`config.mk`:
```
export PLATFORM = sky130hd
export DESIGN_NAME = dcwf_ctrl
export DESIGN_NICKNAME = d
export VERILOG_FILES = /design/src/design/dcwf_pkg.sv /design/src/design/dcwf_ctrl.sv
export SDC_FILE = /design/constraint.sdc
export NUM_CORES = 1
export LEC_CHECK = 0
export ABC_AREA = 0
export BUFFER_PORTS_ARGS = -buffer_cell sky130_fd_sc_hd__buf_2
export CAP_MARGIN = 30
export CELL_PAD_IN_SITES_DETAIL_PLACEMENT = 0
export CELL_PAD_IN_SITES_GLOBAL_PLACEMENT = 1
export CORE_MARGIN = 10
export CORE_UTILIZATION = 39
export CTS_CLUSTER_DIAMETER = 120
export CTS_CLUSTER_SIZE = 10
export DETAILED_ROUTE_END_ITERATION = 8
export PLACE_DENSITY = 0.82
export SLEW_MARGIN = 20
export SYNTH_ARGS = -nofsm -noshare
export SYNTH_HDL_FRONTEND = slang
export SYNTH_SLANG_ARGS = --single-unit
```
`constraint.sdc`:
```
create_clock -name clk -period 2.94 [get_ports clk]
set_input_delay 0.588 -clock clk [delete_from_list [all_inputs] [get_ports clk]]
set_output_delay 0.588 -clock clk [all_outputs]
set_load 0.02 [all_outputs]
```
`src/design/dcwf_pkg.sv`:
```
package dcwf_pkg;

  localparam int MAX_COLS_DEF  = 256;
  localparam int MAX_ROWS_DEF  = 256;
  localparam int MAX_REACH_DEF = 16;

  localparam int CNT_W      = 9;
  localparam int BSZ_W      = 20;
  localparam int CRD_W      = 32;
  localparam int RAD_W      = 24;
  localparam int OCC_W      = 32;
  localparam int ADR_W      = 16;
  localparam int FRC_W      = 48;
  localparam int CFG_IDX_W  = 3;
  localparam int CFG_DAT_W  = 32;
  localparam int DIFF_W     = CRD_W + 1;
  localparam int DVD_W      = CRD_W;
  localparam int RCH_W      = 7;
  localparam int DIST_W     = 36;
  localparam int STEP_CNT_W = 5;

  localparam logic OP_WRITE = 1'b0;
  localparam logic OP_QUERY = 1'b1;

  typedef enum logic [CFG_IDX_W-1:0] {
    CFG_GRID_COLS  = 3'd0,
    CFG_GRID_ROWS  = 3'd1,
    CFG_BIN_WIDTH  = 3'd2,
    CFG_BIN_HEIGHT = 3'd3,
    CFG_ORIGIN_X   = 3'd4,
    CFG_ORIGIN_Y   = 3'd5,
    CFG_CAPACITY   = 3'd6,
    CFG_RADIUS     = 3'd7
  } cfg_idx_t;

  typedef enum logic [1:0] {
    DIV_X  = 2'd0,
    DIV_Y  = 2'd1,
    DIV_RX = 2'd2,
    DIV_RY = 2'd3
  } div_sel_t;

  typedef struct packed {
    logic     wr;
    logic     load;
    logic     div_start;
    logic     div_step;
    logic     div_save;
    div_sel_t div_sel;
    logic     setup;
    logic     row0;
    logic     step;
    logic     publish;
  } dp_cmd_t;

  typedef struct packed {
    logic walk_last;
    logic out_busy;
  } dp_sts_t;

endpackage

```
`src/design/dcwf_ctrl.sv`:
```
module dcwf_ctrl (
  input  logic              clk,
  input  logic              rst_n,
  input  logic              in_valid,
  input  logic              in_operation,
  output logic              in_ready,
  output dcwf_pkg::dp_cmd_t cmd,
  input  dcwf_pkg::dp_sts_t sts
);

  typedef enum logic [3:0] {
    S_IDLE, S_DSTART, S_DSTEP, S_DSAVE, S_SETUP, S_ROW0, S_WALK, S_DRAIN, S_FIN
  } state_t;

  state_t                                state_r, state_nxt;
  dcwf_pkg::div_sel_t                    sel_r, sel_nxt;
  logic [dcwf_pkg::STEP_CNT_W-1:0]       cnt_r, cnt_nxt;
  logic                                  in_ready_r;
  logic                                  accept;

  assign in_ready = in_ready_r;
  assign accept   = in_valid & in_ready_r;

  always_comb begin
    state_nxt   = state_r;
    sel_nxt     = sel_r;
    cnt_nxt     = cnt_r;
    cmd         = '0;
    cmd.div_sel = sel_r;
    case (state_r)
      S_IDLE: begin
        cmd.wr   = accept & (in_operation == dcwf_pkg::OP_WRITE);
        cmd.load = accept & (in_operation == dcwf_pkg::OP_QUERY);
        if (cmd.load) begin
          state_nxt = S_DSTART;
          sel_nxt   = dcwf_pkg::DIV_X;
        end
      end
      S_DSTART: begin
        cmd.div_start = 1'b1;
        cnt_nxt       = '0;
        state_nxt     = S_DSTEP;
      end
      S_DSTEP: begin
        cmd.div_step = 1'b1;
        cnt_nxt      = cnt_r + 1'b1;
        if (cnt_r == dcwf_pkg::STEP_CNT_W'(dcwf_pkg::DVD_W - 1)) begin
          state_nxt = S_DSAVE;
        end
      end
      S_DSAVE: begin
        cmd.div_save = 1'b1;
        if (sel_r == dcwf_pkg::DIV_RY) begin
          state_nxt = S_SETUP;
        end else begin
          sel_nxt   = dcwf_pkg::div_sel_t'(sel_r + 2'd1);
          state_nxt = S_DSTART;
        end
      end
      S_SETUP: begin
        cmd.setup = 1'b1;
        state_nxt = S_ROW0;
      end
      S_ROW0: begin
        cmd.row0  = 1'b1;
        state_nxt = S_WALK;
      end
      S_WALK: begin
        cmd.step = 1'b1;
        if (sts.walk_last) begin
          state_nxt = S_DRAIN;
        end
      end
      S_DRAIN: begin
        state_nxt = S_FIN;
      end
      S_FIN: begin
        if (!sts.out_busy) begin
          cmd.publish = 1'b1;
          state_nxt   = S_IDLE;
        end
      end
      default: begin
        state_nxt = S_IDLE;
      end
    endcase
  end

  always_ff @(posedge clk) begin
    if (!rst_n) begin
      state_r    <= S_IDLE;
      sel_r      <= dcwf_pkg::DIV_X;
      cnt_r      <= '0;
      in_ready_r <= 1'b1;
    end else begin
      state_r    <= state_nxt;
      sel_r      <= sel_nxt;
      cnt_r      <= cnt_nxt;
      in_ready_r <= (state_nxt == S_IDLE);
    end
  end

endmodule

```
==> impl_results.md, run 1 <==
* Num ports at 18
* Grt ovf at 0
* Power Density at 387.1 nW/um2
* Final worst path period share at 0.7286
* Status: completed
* # rows at 15
* Initial DRC count at 17
* R2R setup slack at 1170 ps
* PortBufs at 17
* Hold depth at 2
* First-pass GRT wire length at 3160 um
* Maximum vdd ir drop at 185.3 uV
* Ys flop type: dfxtp_1
* GRT Util Overall at 0.09405
* Largest cells by area after synthesis: dfxtp_1, nor2_1, ha_1, a21oi_1, nand2b_1
* Num CTS Buffers at 3
* Synth Instances at 92
* Drt via density at 5.242
* Met1 Usage GRT at 0.1152
* Worst path required time at 2350 ps
* DRC Markers at 0
* CP Cell Sequence: nand2_1, nor2_1, buf_2
* Post-route setup TNS at 0 ps
* Reg2reg end: in_ready
* Seq/Total Area, Yosys at 0.3271
* Max-slew violation count at 0
* Mean routed wirelength per cell at 13.69 um
* Initial antenna violation count at 0
* Setup violations, final at 0
* Max Freq at 466.8 MHz
* Largest net degree at the start of global routing at 21
* Antenna cell count at 0
* Yosys top cell area share at 0.3271
* Hold WC Path Type: flop to flop
* MaxCap Viol Count at 0
* Cts hold-fix bufs at 0
* Number of synthesized register bits at 12
* GR Layer Usage met3 at 0.03357
* Clk_lat worst skew at 270 ps
* Crit path DAT at 1550 ps
* H-Tree Depth at 1
* Fin crit period at 2142 ps
* Layout area overhead at 14.14%
* Total number of vias at 692
* Nets at 118
* Number of synthesized flops with an enable pin at 0
* Worst reg2reg path startpoint: cnt_r[0]
* Critical path's largest stage delay at 700 ps
* Synth Net Count at 101
* Initial Utilization at 0.4163
* Crit path max fanout at 20
* Resize count post-CTS at 0
* Crit start category: flop
* M2 GR Usage at 0.1394
* DIE WIDTH at 63.40 um
* Clock transition at path regs at 80 ps
* Yosys cell types at 36
* Final WL at 1807 um
* Setup bufs post-CTS at 0
* Full die area at 4019 um2
* Worst hold start: sel_r[1]
* Kind of critical path: flop to output port
* Post-Syn Area at 734.5 um2
* Setup crit end kind: output port
* Syn Area/Cell at 7.983 um2
* Filler cell count at 190
* Warnings from Yosys at 0
* Post-synthesis async set-or-reset flop share at 0
* Core ar. at 1764 um2
* Pre-Repair DR Iteration Count at 4
* Hold Fails Final Rpt at 0
* Share of layout cells above drive strength 1 at 0.2336
* Leakage at 0.0003699 uW
* Clock Skews at 3.063 ps
* Dominant cell type by area after synthesis: dfxtp_1
* RD Place Congestion at 0.7526
* Slowest-stage cell, CP: dfxtp_1
* CTS Sinks at 12
* Worst-Margin Slew at 584.6 ps
* Synth cell count leaders: dfxtp_1, nor2_1, a21oi_1
* Die Y at 63.40 um
* Number of global-route vias before repair at 709
* Worst Reg-to-Reg Cells at 7
* Placed Instances at 129
* GR peak layer: met2
* Clock root buffer: clkbuf_4
* Rel. slew slack at 0.6097
* Finished Layout Cells at 132
* Antenna viol nets, final at 0
* CTS tree: done
* Detail Placement HPWL at 1343 um
* RSZ-0062 raised after global routing: false
* Max Root-Sink Buffers at 2
* Min-Delay Endpoint: sel_r[1]
layout by cell type, fill, tap and decap left out, types with 2 or more instances in the layout:
master / netlist / layout
a31oi_1: 2 / 2
or4_1: 2 / 2
a22oi_1: 2 / 2
inv_1: 4 / 4
nor2_1: 12 / 12
nor3_1: 3 / 3
ha_1: 3 / 3
a2bb2oi_1: 2 / 2
dfxtp_1: 12 / 12
o21ai_0: 4 / 4
clkbuf_4: 0 / 3
nand2_1: 5 / 5
and3_1: 2 / 2
or2_1: 2 / 2
a21oi_1: 6 / 6
buf_2: 1 / 17
nand2b_1: 4 / 4
nand3_1: 5 / 5
state kept, by name (all words and copies together), names as in the netlist:
name	flops
cnt_r	5
state_r	4
in_ready	1
sel_r	2
worst max path at each step:
stage / startpoint / to / slack, ps
floorplan: state_r[0] / cmd[2] / 1100
detailed placement: state_r[0] / cmd[6] / 1120
finish: state_r[0] / cmd[6] / 800
global placement: in_operation / cmd[9] / 1140
CTS: state_r[0] / cmd[6] / 810
global route: state_r[0] / cmd[6] / 660
power breakdown:
part / leakage, uW / switching [uW] / total (uW) / internal (uW)
registers: 0.0000971 / 9.49 / 176 / 167
logic: 0.000259 / 26.5 / 44.6 / 18.1
clock network: 0.0000138 / 56.2 / 104 / 47.5
worst max-delay path: cells and delay by family, from the launching register on:
kind	cells	cell delay (ps)
flip-flops	1	700
AND/OR/NAND/NOR	2	390
buffers and inverters	1	190
layer usage:
| metal | share of wire | routed length, um |
|---|---|---|
| met3 | 0.054 | 97 |
| met4 | 0.019 | 34 |
| met1 | 0.51 | 921 |
| met5 | 0 | 0 |
| met2 | 0.42 | 752 |
through the flow:
step / util / power (uW) / hold WS, ps / cell area [um2] / setup WS [ps]
6_report: 0.4752 / 324.5 / 500.6 / 838.3 / 797.9
5_1_grt: 0.4752 / 343.4 / 547.1 / 838.3 / 658.7
4_1_cts: 0.4752 / 327.3 / 504.0 / 838.3 / 809.4
3_5_place_dp: 0.4624 / 225.0 / 492.2 / 815.8 / 1119
3_3_place_gp: 0.4624 / 223.9 / 489.3 / 815.8 / 1141
2_1_floorplan: - / 209.3 / 489.4 / 734.5 / 1102
cells by family (layout without fill, tap and decap cells):
kind of cell               count (synthesis)  in the layout  share of synthesized area
AOI/OAI and AO/OA                         23             23                     0.2062
DFF                                       12             12                     0.3271
muxes                                      1              1                    0.01363
buffers and inverters                      9             24                    0.06813
adders and majority gates                  3              3                    0.05111
and+or+nand+nor                           44             44                     0.3339
layout make-up:
| cell class | count | area [um2] | area share |
|---|---|---|---|
| clock buffers | 3 | 22.52 | 0.02687 |
| inverters | 4 | 15.01 | 0.01791 |
| well taps | 25 | 31.28 | 0.03731 |
| flip-flops and latches | 12 | 240.2 | 0.2866 |
| multi-input cells | 71 | 444.2 | 0.5299 |
| repair buffers | 17 | 85.08 | 0.1015 |
(Power assumes the default switching activity.)
==> run 2, diff against run 1 <==
--- a/config.mk
+++ b/config.mk
@@ -5,17 +5,17 @@
 export SDC_FILE = /design/constraint.sdc
 export NUM_CORES = 1
 export LEC_CHECK = 0
-export ABC_AREA = 0
+export ABC_AREA = 1
 export BUFFER_PORTS_ARGS = -buffer_cell sky130_fd_sc_hd__buf_2
 export CAP_MARGIN = 30
 export CELL_PAD_IN_SITES_DETAIL_PLACEMENT = 0
 export CELL_PAD_IN_SITES_GLOBAL_PLACEMENT = 1
 export CORE_MARGIN = 10
-export CORE_UTILIZATION = 39
+export CORE_UTILIZATION = 31
 export CTS_CLUSTER_DIAMETER = 120
 export CTS_CLUSTER_SIZE = 10
 export DETAILED_ROUTE_END_ITERATION = 8
-export PLACE_DENSITY = 0.82
+export PLACE_DENSITY = 0.74
 export SLEW_MARGIN = 20
 export SYNTH_ARGS = -nofsm -noshare
 export SYNTH_HDL_FRONTEND = slang
==> constraint.sdc (replaced) <==
create_clock -name clk -period 1.9 [get_ports clk]
set_input_delay 0.38 -clock clk [delete_from_list [all_inputs] [get_ports clk]]
set_output_delay 0.38 -clock clk [all_outputs]
set_load 0.02 [all_outputs]
==> run 2 against run 1 <==
Compared with the run above:
- routed wire length fell by 11%
- largest cell class unchanged
- combinational power rose by 99%
- cell count increased by 15%
==> impl_results.md, run 2 <==
* Number of synthesized flops with an enable pin at 0
* Kind of critical path: flop to output port
* DRC Markers at 0
* Leakage at 0.0004607 uW
* Initial DRC count at 16
* Setup crit end kind: output port
* Total number of vias at 691
* Syn Area/Cell at 6.713 um2
* Detail Placement HPWL at 1323 um
* Clk_lat worst skew at 280 ps
* Ys flop type: dfxtp_1
* Number of global-route vias before repair at 662
* Core ar. at 2170 um2
* Post-synthesis async set-or-reset flop share at 0
* Max Freq at 579.5 MHz
* Rel. slew slack at 0.8134
* Dominant cell type by area after synthesis: dfxtp_1
* Yosys top cell area share at 0.3441
* Largest Register: cnt_r
* Commonest non-fill, non-tap cell in the layout: nand2_1
* CTS Sinks at 12
* Num ports at 18
* Slowest-stage cell, CP: dfxtp_1
* Final WL at 1604 um
* Post-route setup TNS at 0 ps
* Largest net degree at the start of global routing at 10
* CP Cell Sequence: nor2_4, nand2_2, inv_2, buf_2
* Hold Fails Final Rpt at 0
* # rows at 17
* CTS tree: done
* Share of layout cells above drive strength 1 at 0.3065
* Crit path DAT at 1350 ps
* Die Y at 67.46 um
* Synth cell count leaders: nand2_1, inv_1, nand3_1
* Full die area at 4550 um2
* Drt via density at 4.546
* DIE WIDTH at 67.46 um
* Pre-Repair DR Iteration Count at 3
* Antenna cell count at 0
* Num CTS Buffers at 3
* Setup violations, final at 0
* Initial Utilization at 0.3218
* Power Density at 676.4 nW/um2
* Crit start category: flop
* Clock transition at path regs at 90 ps
* Hold WC Path Type: primary input to flop
* Hold depth at 3
* Clock Skews at 4.816 ps
* Max Root-Sink Buffers at 2
* GRT Util Overall at 0.08150
* Worst-Margin Slew at 279.5 ps
* Max-slew violation count at 0
* Crit path max fanout at 7
* RSZ-0062 raised after global routing: false
* Yosys cell types at 16
* Most frequent cells in the layout: nand2_1, buf_2, inv_1, nand3_1, dfxtp_1
* Final worst path period share at 0.9082
* Maximum vdd ir drop at 280.5 uV
* MaxCap Viol Count at 0
* Clock root buffer: clkbuf_4
* Nets at 134
* Warnings from Yosys at 0
* PortBufs at 17
* Number of synthesized register bits at 12
* RD Place Congestion at 0.7840
* First-pass GRT wire length at 2863 um
* Critical path's largest stage delay at 390 ps
* Post-Syn Area at 698.2 um2
* H-Tree Depth at 1
* Post-place setup slack at 444.9 ps
* Mean routed wirelength per cell at 10.55 um
* Synth Net Count at 113
* Synth Instances at 104
* Worst Reg-to-Reg Cells at 9
* Fin crit period at 1726 ps
* Regs by FF count: cnt_r x5, state_r x4, sel_r x2
* Worst path required time at 1520 ps
* Setup ws final at 174.3 ps
* Largest cells by area after synthesis: dfxtp_1, nand2_1, nand3_1, inv_1, ha_1
* Layout area overhead at 22.58%
* Grt ovf at 0
* Antenna viol nets, final at 0
* Seq/Total Area, Yosys at 0.3441
* Initial antenna violation count at 0
* Status: completed
* Max reg flops at 5
* Most frequent cell after synthesis: nand2_1
## run 2: path summary, 6_finish.rpt
path	endpoint	slack [ps]	startpoint
setup / recovery	cmd[7]	170	state_r[3]
setup reg to reg	in_ready	550	cnt_r[0]
hold / removal	cnt_r[3]	410	rst_n
hold reg to reg	cnt_r[3]	490	cnt_r[3]
## run 2: power by group
part,switching [uW],internal (uW)
registers,10.0,261
clock network,102,117
logic,58.5,30.1
## run 2: critical path, delay by kind of cell (launching register included)
kind	cells	cell delay (ps)
flip-flops	1	390
buffers and inverters	2	290
AND/OR/NAND/NOR	2	380
## run 2: cell type report
cell class / instances / area [um2]
Fill cell: 254 / 1314
Multi-Input combinational cell: 73 / 391.6
Sequential cell: 12 / 240.2
Timing Repair Buffer: 17 / 85.08
Inverter: 18 / 67.56
Clock buffer: 4 / 36.28
Tap cell: 28 / 35.03
## run 2: timing repair
item	in CTS	in global routing
endpoints found under the setup margin	0	1
resized for setup	0	1
hold buffers	0	0
setup buffers	0	0
## run 2: routing by layer
| layer | vias up | wire, um | track usage |
|---|---|---|---|
| li1 | 372 | - | - |
| met1 | 302 | 808 | 0.1050 |
| met2 | 12 | 679 | 0.1149 |
| met3 | 5 | 74 | 0.02810 |
| met4 | 0 | 42 | 0.04615 |
| met5 | - | 0 | 0 |
## run 2: per-stage QoR
step                hold slack, ps  power, uW  area [um2]  utilization  instances
floorplan                    450.4      337.7       698.2            -        104
global placement             475.2      365.6       814.5       0.3754        148
detailed placement           474.3      366.3       814.5       0.3754        148
CTS                          401.2      584.7       850.8       0.3922        152
global route                 428.7      606.5       855.8       0.3945        152
finish                       407.6      578.9       855.8       0.3945        152
## run 2: logic make-up (layout without fill, tap and decap cells)
logic type / count (synthesis) / in the layout / synth area share
AND/OR/NAND/NOR: 58 / 58 / 0.4140
buffers and inverters: 19 / 39 / 0.1021
adder cells (fa/ha/maj): 3 / 3 / 0.05377
flip-flops: 12 / 12 / 0.3441
AO/OA/AOI/OAI: 12 / 12 / 0.08601
